**src/bsa_pkg.sv**
```systemverilog
package bsa_pkg;

  localparam int MAX_GROUPS_DEF = 64;
  localparam int SLOT_BITS      = 32;
  localparam int SLOT_W         = 5;
  localparam int GROUP_W        = 6;
  localparam int FUNC_W         = 2;
  localparam int STATUS_W       = 2;
  localparam int CFG_W          = 7;
  localparam int TDATA_W        = 16;

  localparam logic [SLOT_BITS-1:0] FULL_MASK = 32'hFFFF_FFFF;

  typedef enum logic [FUNC_W-1:0] {
    FUNC_ACQUIRE = 2'd0,
    FUNC_RELEASE = 2'd1,
    FUNC_TRIM    = 2'd2,
    FUNC_NONE    = 2'd3
  } func_t;

  typedef enum logic [STATUS_W-1:0] {
    ST_DONE    = 2'd0,
    ST_FAILED  = 2'd1,
    ST_IGNORED = 2'd2,
    ST_SPARE   = 2'd3
  } status_t;

  // controller to datapath
  typedef struct packed {
    logic capture;   // latch the input transfer
    logic decode;    // search, grow, trim, launch mask read
    logic update;    // read-modify-write of one group mask
    logic load_out;  // move result to output register
  } bsa_cmd_t;

  // datapath to controller
  typedef struct packed {
    logic need_read;
    logic out_free;
  } bsa_stat_t;

endpackage

```
**src/bsa_ram.sv**
```systemverilog
module bsa_ram #(
  parameter int WIDTH = 32,
  parameter int DEPTH = 64
) (
  input  logic                                   clk,
  input  logic                                   we,
  input  logic [(DEPTH > 1 ? $clog2(DEPTH) : 1)-1:0] waddr,
  input  logic [WIDTH-1:0]                       wdata,
  input  logic [(DEPTH > 1 ? $clog2(DEPTH) : 1)-1:0] raddr,
  output logic [WIDTH-1:0]                       rdata
);

  logic [WIDTH-1:0] mem [DEPTH];

  always_ff @(posedge clk) begin
    if (we) begin
      mem[waddr] <= wdata;
    end
    rdata <= mem[raddr];
  end

endmodule

```
**src/bsa_ctrl.sv**
```systemverilog
module bsa_ctrl import bsa_pkg::*; (
  input  logic      clk,
  input  logic      rst,
  input  logic      s_tvalid,
  output logic      s_tready,
  input  bsa_stat_t stat,
  output bsa_cmd_t  cmd
);

  typedef enum logic [3:0] {
    S_IDLE   = 4'b0001,
    S_DECODE = 4'b0010,
    S_READ   = 4'b0100,
    S_DONE   = 4'b1000
  } state_t;

  state_t state, state_next;

  always_ff @(posedge clk) begin
    if (rst) begin
      state <= S_IDLE;
    end else begin
      state <= state_next;
    end
  end

  always_comb begin
    state_next = state;
    cmd        = '0;
    s_tready   = 1'b0;
    unique case (state)
      S_IDLE: begin
        s_tready = 1'b1;
        if (s_tvalid) begin
          cmd.capture = 1'b1;
          state_next  = S_DECODE;
        end
      end
      S_DECODE: begin
        cmd.decode = 1'b1;
        state_next = stat.need_read ? S_READ : S_DONE;
      end
      S_READ: begin
        cmd.update = 1'b1;
        state_next = S_DONE;
      end
      S_DONE: begin
        // hold the result until the output register frees up
        if (stat.out_free) begin
          cmd.load_out = 1'b1;
          state_next   = S_IDLE;
        end
      end
      default: state_next = S_IDLE;
    endcase
  end

endmodule

```
**src/bsa_datapath.sv**
```systemverilog
module bsa_datapath import bsa_pkg::*; #(
  parameter int MAX_GROUPS = MAX_GROUPS_DEF
) (
  input  logic                clk,
  input  logic                rst,
  input  logic                cfg_wr_en,
  input  logic [CFG_W-1:0]    cfg_wr_data,
  input  logic [FUNC_W-1:0]   in_func,
  input  logic [GROUP_W-1:0]  in_group,
  input  logic [SLOT_W-1:0]   in_slot,
  output logic                out_valid,
  input  logic                out_ready,
  output logic [STATUS_W-1:0] out_status,
  output logic [GROUP_W-1:0]  out_group,
  output logic [SLOT_W-1:0]   out_slot,
  input  bsa_cmd_t            cmd,
  output bsa_stat_t           stat
);

  localparam int GW = (MAX_GROUPS > 1) ? $clog2(MAX_GROUPS) : 1;
  localparam int CW = $clog2(MAX_GROUPS + 1);

  function automatic logic [CW-1:0] clamp_groups(input logic [CFG_W-1:0] v);
    logic [CW-1:0] n;
    if (v == '0) begin
      n = CW'(1);
    end else if (32'(v) > 32'(MAX_GROUPS)) begin
      n = CW'(MAX_GROUPS);
    end else begin
      n = CW'(v);
    end
    return n;
  endfunction

  // captured item
  func_t              func;
  logic [GROUP_W-1:0] grp;
  logic [SLOT_W-1:0]  slot;

  // per-group flags; a group whose mask is not valid reads as empty
  logic [CW-1:0]         active;
  logic [MAX_GROUPS-1:0] present;
  logic [MAX_GROUPS-1:0] valid;
  logic [MAX_GROUPS-1:0] full;
  logic [MAX_GROUPS-1:0] empty;

  logic [GW-1:0]       tgt;
  logic [STATUS_W-1:0] res_status;
  logic [GROUP_W-1:0]  res_group;
  logic [SLOT_W-1:0]   res_slot;

  logic [MAX_GROUPS-1:0] act_mask;
  logic [GW-1:0]         pick;
  logic                  found;
  logic [CW:0]           grown;
  logic                  grow_ok;
  logic [GW-1:0]         grp_idx;
  logic                  acq_ok;
  logic                  rel_ok;
  logic [GW-1:0]         rd_addr;

  logic [SLOT_BITS-1:0] rd_data;
  logic [SLOT_BITS-1:0] mask;
  logic [SLOT_W-1:0]    free_bit;
  logic                 rel_hit;
  logic [SLOT_BITS-1:0] new_mask;
  logic                 mem_we;

  // ---- decode: first non-full active group, growth and release checks
  always_comb begin
    found = 1'b0;
    pick  = '0;
    for (int g = MAX_GROUPS - 1; g >= 0; g--) begin
      act_mask[g] = CW'(g) < active;
      if (act_mask[g] && !full[g]) begin
        found = 1'b1;
        pick  = GW'(g);
      end
    end
    grown   = {active, 1'b0};
    grow_ok = (32'(active) < 32'(MAX_GROUPS)) && (32'(grown) <= 32'(MAX_GROUPS));
    grp_idx = GW'(grp);
    acq_ok  = found ? present[pick] : grow_ok;
    rel_ok  = (32'(grp) < 32'(active)) && present[grp_idx];
    rd_addr = found ? pick : GW'(active);
    if (func != FUNC_ACQUIRE) begin
      rd_addr = grp_idx;
    end
    stat.need_read = ((func == FUNC_ACQUIRE) && acq_ok) ||
                     ((func == FUNC_RELEASE) && rel_ok);
    stat.out_free  = !out_valid || out_ready;
  end

  // ---- update: modify the mask read back from the memory
  always_comb begin
    mask     = valid[tgt] ? rd_data : '0;
    free_bit = '0;
    for (int b = SLOT_BITS - 1; b >= 0; b--) begin
      if (!mask[b]) begin
        free_bit = SLOT_W'(b);
      end
    end
    rel_hit = mask[slot];
    if (func == FUNC_ACQUIRE) begin
      new_mask = mask | (SLOT_BITS'(1) << free_bit);
    end else begin
      new_mask = mask & ~(SLOT_BITS'(1) << slot);
    end
    mem_we = cmd.update && ((func == FUNC_ACQUIRE) || rel_hit);
  end

  bsa_ram #(
    .WIDTH (SLOT_BITS),
    .DEPTH (MAX_GROUPS)
  ) u_mask_ram (
    .clk   (clk),
    .we    (mem_we),
    .waddr (tgt),
    .wdata (new_mask),
    .raddr (rd_addr),
    .rdata (rd_data)
  );

  always_ff @(posedge clk) begin
    if (rst || cfg_wr_en) begin
      active <= rst ? CW'(1) : clamp_groups(cfg_wr_data);
      for (int g = 0; g < MAX_GROUPS; g++) begin
        present[g] <= rst ? (g == 0) : (CW'(g) < clamp_groups(cfg_wr_data));
      end
      valid <= '0;
      full  <= '0;
      empty <= '1;
    end else if (cmd.decode) begin
      if (func == FUNC_ACQUIRE && !found && grow_ok) begin
        active <= grown[CW-1:0];
        for (int g = 0; g < MAX_GROUPS; g++) begin
          if (!act_mask[g] && (32'(g) < 32'(grown))) begin
            present[g] <= 1'b1;
            valid[g]   <= 1'b0;
            full[g]    <= 1'b0;
            empty[g]   <= 1'b1;
          end
        end
      end
      if (func == FUNC_TRIM) begin
        present <= present & ~(empty & act_mask);
      end
    end else if (mem_we) begin
      valid[tgt] <= 1'b1;
      full[tgt]  <= new_mask == FULL_MASK;
      empty[tgt] <= new_mask == '0;
    end
  end

  always_ff @(posedge clk) begin
    if (cmd.capture) begin
      func <= func_t'(in_func);
      grp  <= in_group;
      slot <= in_slot;
    end
    if (cmd.decode) begin
      tgt       <= rd_addr;
      res_group <= '0;
      res_slot  <= '0;
      unique case (func)
        FUNC_ACQUIRE: res_status <= acq_ok ? ST_DONE : ST_FAILED;
        FUNC_RELEASE: res_status <= rel_ok ? ST_DONE : ST_IGNORED;
        FUNC_TRIM:    res_status <= ST_DONE;
        FUNC_NONE:    res_status <= ST_IGNORED;
        default:      res_status <= ST_IGNORED;
      endcase
    end
    if (cmd.update) begin
      if (func == FUNC_ACQUIRE) begin
        res_group <= GROUP_W'(tgt);
        res_slot  <= free_bit;
      end else if (!rel_hit) begin
        res_status <= ST_IGNORED;
      end
    end
  end

  always_ff @(posedge clk) begin
    if (rst) begin
      out_valid <= 1'b0;
    end else if (cmd.load_out) begin
      out_valid <= 1'b1;
    end else if (out_ready) begin
      out_valid <= 1'b0;
    end
  end

  always_ff @(posedge clk) begin
    if (cmd.load_out) begin
      out_status <= res_status;
      out_group  <= res_group;
      out_slot   <= res_slot;
    end
  end

endmodule

```
**src/bitmap_slot_allocator.sv**
```systemverilog
// Bitmap slot allocator: hands out slots from groups of 32, one in-use mask
// per group held in a small RAM, with present, full and empty flags per group.
// Input stream: s_tuser carries the operation (acquire, release, trim);
// s_tdata carries group and slot of a release. Output stream: one result per
// input transfer; m_tuser carries the status, m_tdata the granted slot.
// The controller steps through decode and search (launching the mask read),
// a read-modify-write of the group mask and the load into the output
// register when a group mask is read and written (acquire that finds room,
// release to a present group in range); the rest (trim, unused code, failed
// acquire, release to a bad group) go from decode straight to the load.
// One item is worked on at a time; s_tready is high only while the controller
// is idle, so a new item is taken only after the last one has been loaded.
// The output register lets a new item be taken while a result waits; if the
// receiver stalls, the next result waits in the datapath and input stalls.
// Reset sets the active group count to 1; a write of cfg_wr_data sets it from
// the register (clamped to 1..MAX_GROUPS). Both mark those groups present and
// treat every mask as empty through per-group valid flags: no clearing pass.
// Configuration is to be written only while idle; the block does not enforce it.
module bitmap_slot_allocator import bsa_pkg::*; #(
  parameter int MAX_GROUPS = MAX_GROUPS_DEF
) (
  input  logic               clk,
  input  logic               rst,
  input  logic               cfg_wr_en,
  input  logic [CFG_W-1:0]   cfg_wr_data,  // initial_groups
  input  logic               s_tvalid,
  output logic               s_tready,
  input  logic [TDATA_W-1:0] s_tdata,      // group_index[5:0], slot_index[10:6]
  input  logic [FUNC_W-1:0]  s_tuser,      // func[1:0]
  output logic               m_tvalid,
  input  logic               m_tready,
  output logic [TDATA_W-1:0] m_tdata,      // granted_group[5:0], granted_slot[10:6]
  output logic [STATUS_W-1:0] m_tuser      // status[1:0]
);

  bsa_cmd_t            cmd;
  bsa_stat_t           stat;
  logic [GROUP_W-1:0]  out_group;
  logic [SLOT_W-1:0]   out_slot;

  bsa_ctrl u_ctrl (
    .clk      (clk),
    .rst      (rst),
    .s_tvalid (s_tvalid),
    .s_tready (s_tready),
    .stat     (stat),
    .cmd      (cmd)
  );

  bsa_datapath #(
    .MAX_GROUPS (MAX_GROUPS)
  ) u_datapath (
    .clk         (clk),
    .rst         (rst),
    .cfg_wr_en   (cfg_wr_en),
    .cfg_wr_data (cfg_wr_data),
    .in_func     (s_tuser),
    .in_group    (s_tdata[GROUP_W-1:0]),
    .in_slot     (s_tdata[GROUP_W+SLOT_W-1:GROUP_W]),
    .out_valid   (m_tvalid),
    .out_ready   (m_tready),
    .out_status  (m_tuser),
    .out_group   (out_group),
    .out_slot    (out_slot),
    .cmd         (cmd),
    .stat        (stat)
  );

  assign m_tdata = {{(TDATA_W - GROUP_W - SLOT_W){1'b0}}, out_slot, out_group};

endmodule

```
**config.mk**
```make
export PLATFORM = sky130hd
export DESIGN_NAME = bitmap_slot_allocator
export DESIGN_NICKNAME = d
export VERILOG_FILES = /design/src/bsa_pkg.sv /design/src/bsa_ram.sv /design/src/bsa_ctrl.sv /design/src/bsa_datapath.sv /design/src/bitmap_slot_allocator.sv
export SDC_FILE = /design/constraint.sdc
export NUM_CORES = 2
export LEC_CHECK = 0
export CAP_MARGIN = 5
export CELL_PAD_IN_SITES_DETAIL_PLACEMENT = 1
export CELL_PAD_IN_SITES_GLOBAL_PLACEMENT = 1
export CORE_UTILIZATION = 40
export CTS_CLUSTER_SIZE = 20
export DETAILED_ROUTE_END_ITERATION = 12
export DONT_BUFFER_PORTS = 1
export GPL_ROUTABILITY_DRIVEN = 0
export HOLD_SLACK_MARGIN = 0.12
export PLACE_DENSITY = 0.71
export SLEW_MARGIN = 40
export SYNTH_ARGS = -nofsm -noshare
export SYNTH_HDL_FRONTEND = slang
export SYNTH_SLANG_ARGS = --single-unit
```
**constraint.sdc**
```tcl
create_clock -name clk -period 10.5 [get_ports clk]
set_input_delay 3.15 -clock clk [delete_from_list [all_inputs] [get_ports clk]]
set_output_delay 3.15 -clock clk [all_outputs]
set_load 0.1 [all_outputs]
```
==> impl_metrics.tcl <==
set metrics [dict create \
    slew_violations 0 \
    dpl_cell_area_sq_um 108700 \
    min_period_over_period_pct 71.99 \
    slowest_stage "edfxtp_1" \
    drtAntennaViolNets 0 \
    htree_levels 4 \
    cts_setup_buffers 0 \
    die_y_um 510.9 \
    ys_warn_count 0 \
    core_area_sq_um 257200 \
    hold_violations 0 \
    synth_commonest_cells "edfxtp_1 (2,151), nand2_1 (1,529), nand3_1 (770)" \
    p_leak_uw 0.03938 \
    drv_cap 0 \
    highest_layer "met5" \
    drtIter0Drc 11120 \
    clock_latency_ns 0.92 \
    synth_edf_count 2151 \
    regToRegSetupSlack_ns 2.94 \
    stdcell_count 12030 \
    vias_per_cell 6.598 \
    wl_per_cell_um 34.06 \
    path_class "reg2reg" \
    portBuffers 0 \
    critPathMaxStageDelay_ns 0.89 \
    synthTopCellsByArea "edfxtp_1 (62%), nand2_1 (5.5%), dfxtp_1 (4.7%)" \
    nets 8475 \
    seq_area_frac_synth_pct 67.02 \
    synthCells 8486 \
    period_needed_ns 7.559 \
    wl_met3_um 47510 \
    io_pins 50 \
    yosysMostFrequentCell "edfxtp_1" \
    cts_tree "yes" \
    netlist_area_sq_um 103600 \
    start_util_pct 40.29 \
    root_buffer "clkbuf_16" \
    drive_gt1_share_pct 11.08 \
    cp_max_fo 115 \
    crit_path_frequent_cell "buf_4" \
    relSlewSlack_pct 31.11 \
    grt_pass1_wl_um 575700 \
    antenna_found_initial 28 \
    cts_resized 0 \
    num_vias 79400 \
    whs_ns 0.4526 \
    worstSetupStartpoint "u_datapath.active[3]" \
    cts_sinks 2393 \
    fp.dieArea_sq_um 261100 \
    dp_hpwl_um 245500 \
    setup_violations 0 \
    final_util_pct 45.44 \
    grt_pass1_vias 79420 \
    track_usage_pct 30.53 \
    synth-seq-cells 2393 \
    cp_cell_sequence "buf_4 -> inv_1 -> o21ai_2 -> a311o_1 -> o211ai_1 -> and4bb_1 -> o31a_1 -> nor3_4 -> o31ai_4 -> buf_4 -> buf_12 -> a21oi_1 -> a311oi_1 -> o22ai_1 -> or4_1 -> and4_1" \
    synth_top_cell_area_share_pct 62.34 \
    syn_to_final_growth_pct 12.78 \
    crit_buf_inv 4 \
    tightest_slew_ns 1.026 \
    rsz0062_at_grt "no" \
    dp_cells 11580 \
    avgSynthCellArea_sq_um 12.21 \
    core.rowCount 186 \
    r2r_start "u_datapath.active[3]" \
    synth_area_leader_cell "edfxtp_1" \
    cp.required_ns 11.30 \
    cts_buffer_depth 3 \
    skew_ns 0.04844 \
    cts_made_buffers 237 \
    outcome "completed" \
    cts.hold.buffers_added 0 \
    ir_drop_mv 0.1440 \
    async_flop_share_pct 0 \
    hold_class "reg2reg" \
    die_w_um 510.9 \
    wirelength_um 409800 \
    fmax_mhz 132.3 \
    grt_start_max_net_pins 146 \
    cp_data_arrival_time_ns 8.36 \
    drt_pass1_iterations 6 \
    worst_setup_path_end_kind "register" \
    crit_family "compound AO/OA/AOI/OAI gates" \
    start_kind "register" \
    path_depth 16 \
    ys.flop_type "edfxtp_1" \
    r2r_cells 16 \
    grt_remaining_overflow 0 \
    crit_path_end "u_datapath.u_mask_ram.rdata[15]" \
    fin_area_sq_um 116900 \
    drc 0 \
    wl_met2_um 181900 \
    clkTransAtPathRegs_ns 0.07 \
    powerDensity_nw_per_um2 190.0 \
    setup_tns_ns 0 \
    reg2reg_to "u_datapath.u_mask_ram.rdata[15]" \
    wl_met1_um 152200 \
    synth_cell_types 106 \
]
## worst min path at each step
stage / cells past startpoint / end / start / slack (ns)
final: 0 / u_datapath.out_group[3] / u_datapath.res_group[3] / 0.45
after global routing: 0 / u_datapath.out_group[3] / u_datapath.res_group[3] / 0.47
after detailed placement: 0 / u_datapath.out_group[3] / u_datapath.res_group[3] / 0.42
after CTS: 0 / u_datapath.out_group[3] / u_datapath.res_group[3] / 0.44
after global placement: 0 / u_datapath.out_status[1] / u_datapath.res_status[1] / 0.44
after floorplan: 0 / u_datapath.out_group[0] / u_datapath.res_group[0] / 0.41
## flip-flops by register name (all words and copies together), names as in the netlist, 4 cells and up
name / flops
u_datapath.u_mask_ram.mem: 2048
u_datapath.empty: 64
u_datapath.full: 64
u_datapath.present: 64
u_datapath.valid: 64
u_datapath.u_mask_ram.rdata: 32
u_datapath.active: 7
u_datapath.grp: 6
u_datapath.out_group: 6
u_datapath.res_group: 6
u_datapath.tgt: 6
u_datapath.out_slot: 5
u_datapath.res_slot: 5
u_datapath.slot: 5
u_ctrl.state: 4
## cells in the final DEF (no fill, tap or decap), types with 28 or more instances in the layout
cell type	netlist	final
clkinv_1	2	50
buf_4	72	251
nand4_1	45	45
inv_1	94	55
edfxtp_1	2151	2151
a22oi_1	70	70
and3_1	134	134
o21ai_0	349	335
clkbuf_16	0	246
mux4_2	50	50
dfxtp_1	242	241
nand2_1	1529	1527
inv_2	5	29
nand2b_1	32	32
nor2_1	380	338
a221o_1	28	28
a221oi_1	140	139
a211oi_1	51	47
a31oi_1	202	192
nand3_1	770	768
nor2_4	0	36
clkinv_2	0	59
a311oi_1	87	86
o22ai_1	90	77
nor3_1	51	47
a21oi_1	496	492
o21a_1	35	34
clkbuf_1	278	35
o211ai_1	54	54
mux2i_1	302	302
nor2b_1	29	28
a32oi_1	28	28
## power by group
part           leakage (uW)  internal [uW]  switching [uW]  total, uW
combinational        0.0139            776            2050       2830
clock               0.00389           4930            3870       8790
sequential           0.0216          10400             174      10600
total                0.0394          16100            6090      22200
## metal layers
metal  track usage, %  up-vias
met5                0        -
met3            8.084     1266
met2            46.57     5200
met1            38.79    40710
li1                 -    32200
met4            18.70       14
## stage by stage
stage / worst slack (ns) / power, uW
2_1_floorplan: 3.757 / 12350
6_report: 2.941 / 22200
5_1_grt: 2.922 / 22630
3_5_place_dp: 3.138 / 13470
4_1_cts: 3.061 / 22130
3_3_place_gp: 3.032 / 13370
## cell families (layout without fill, tap and decap cells)
kind of cell,after synthesis,in the layout,synth area share [%]
fa+ha+maj,5,5,0.06038
mux,367,367,4.168
other cells,1,12,0.003619
simple gates,3135,3135,13.54
xor+xnor,1,1,0.008455
flops,2393,2393,67.02
compound gates,1877,1877,11.94
buf+inv,707,860,3.268
## cell type report
class / instances / area (sq um)
antenna: 7 / 17.52
clock buffer: 292 / 6405
clock inverter: 150 / 1533
fill: 26340 / 140300
inverter: 101 / 422.9
multi-input combinational: 5390 / 31770
sequential: 2393 / 69440
tap: 3384 / 4234
timing repair buffer: 317 / 3035
Note: power is estimated with default switching activity, not from simulation.
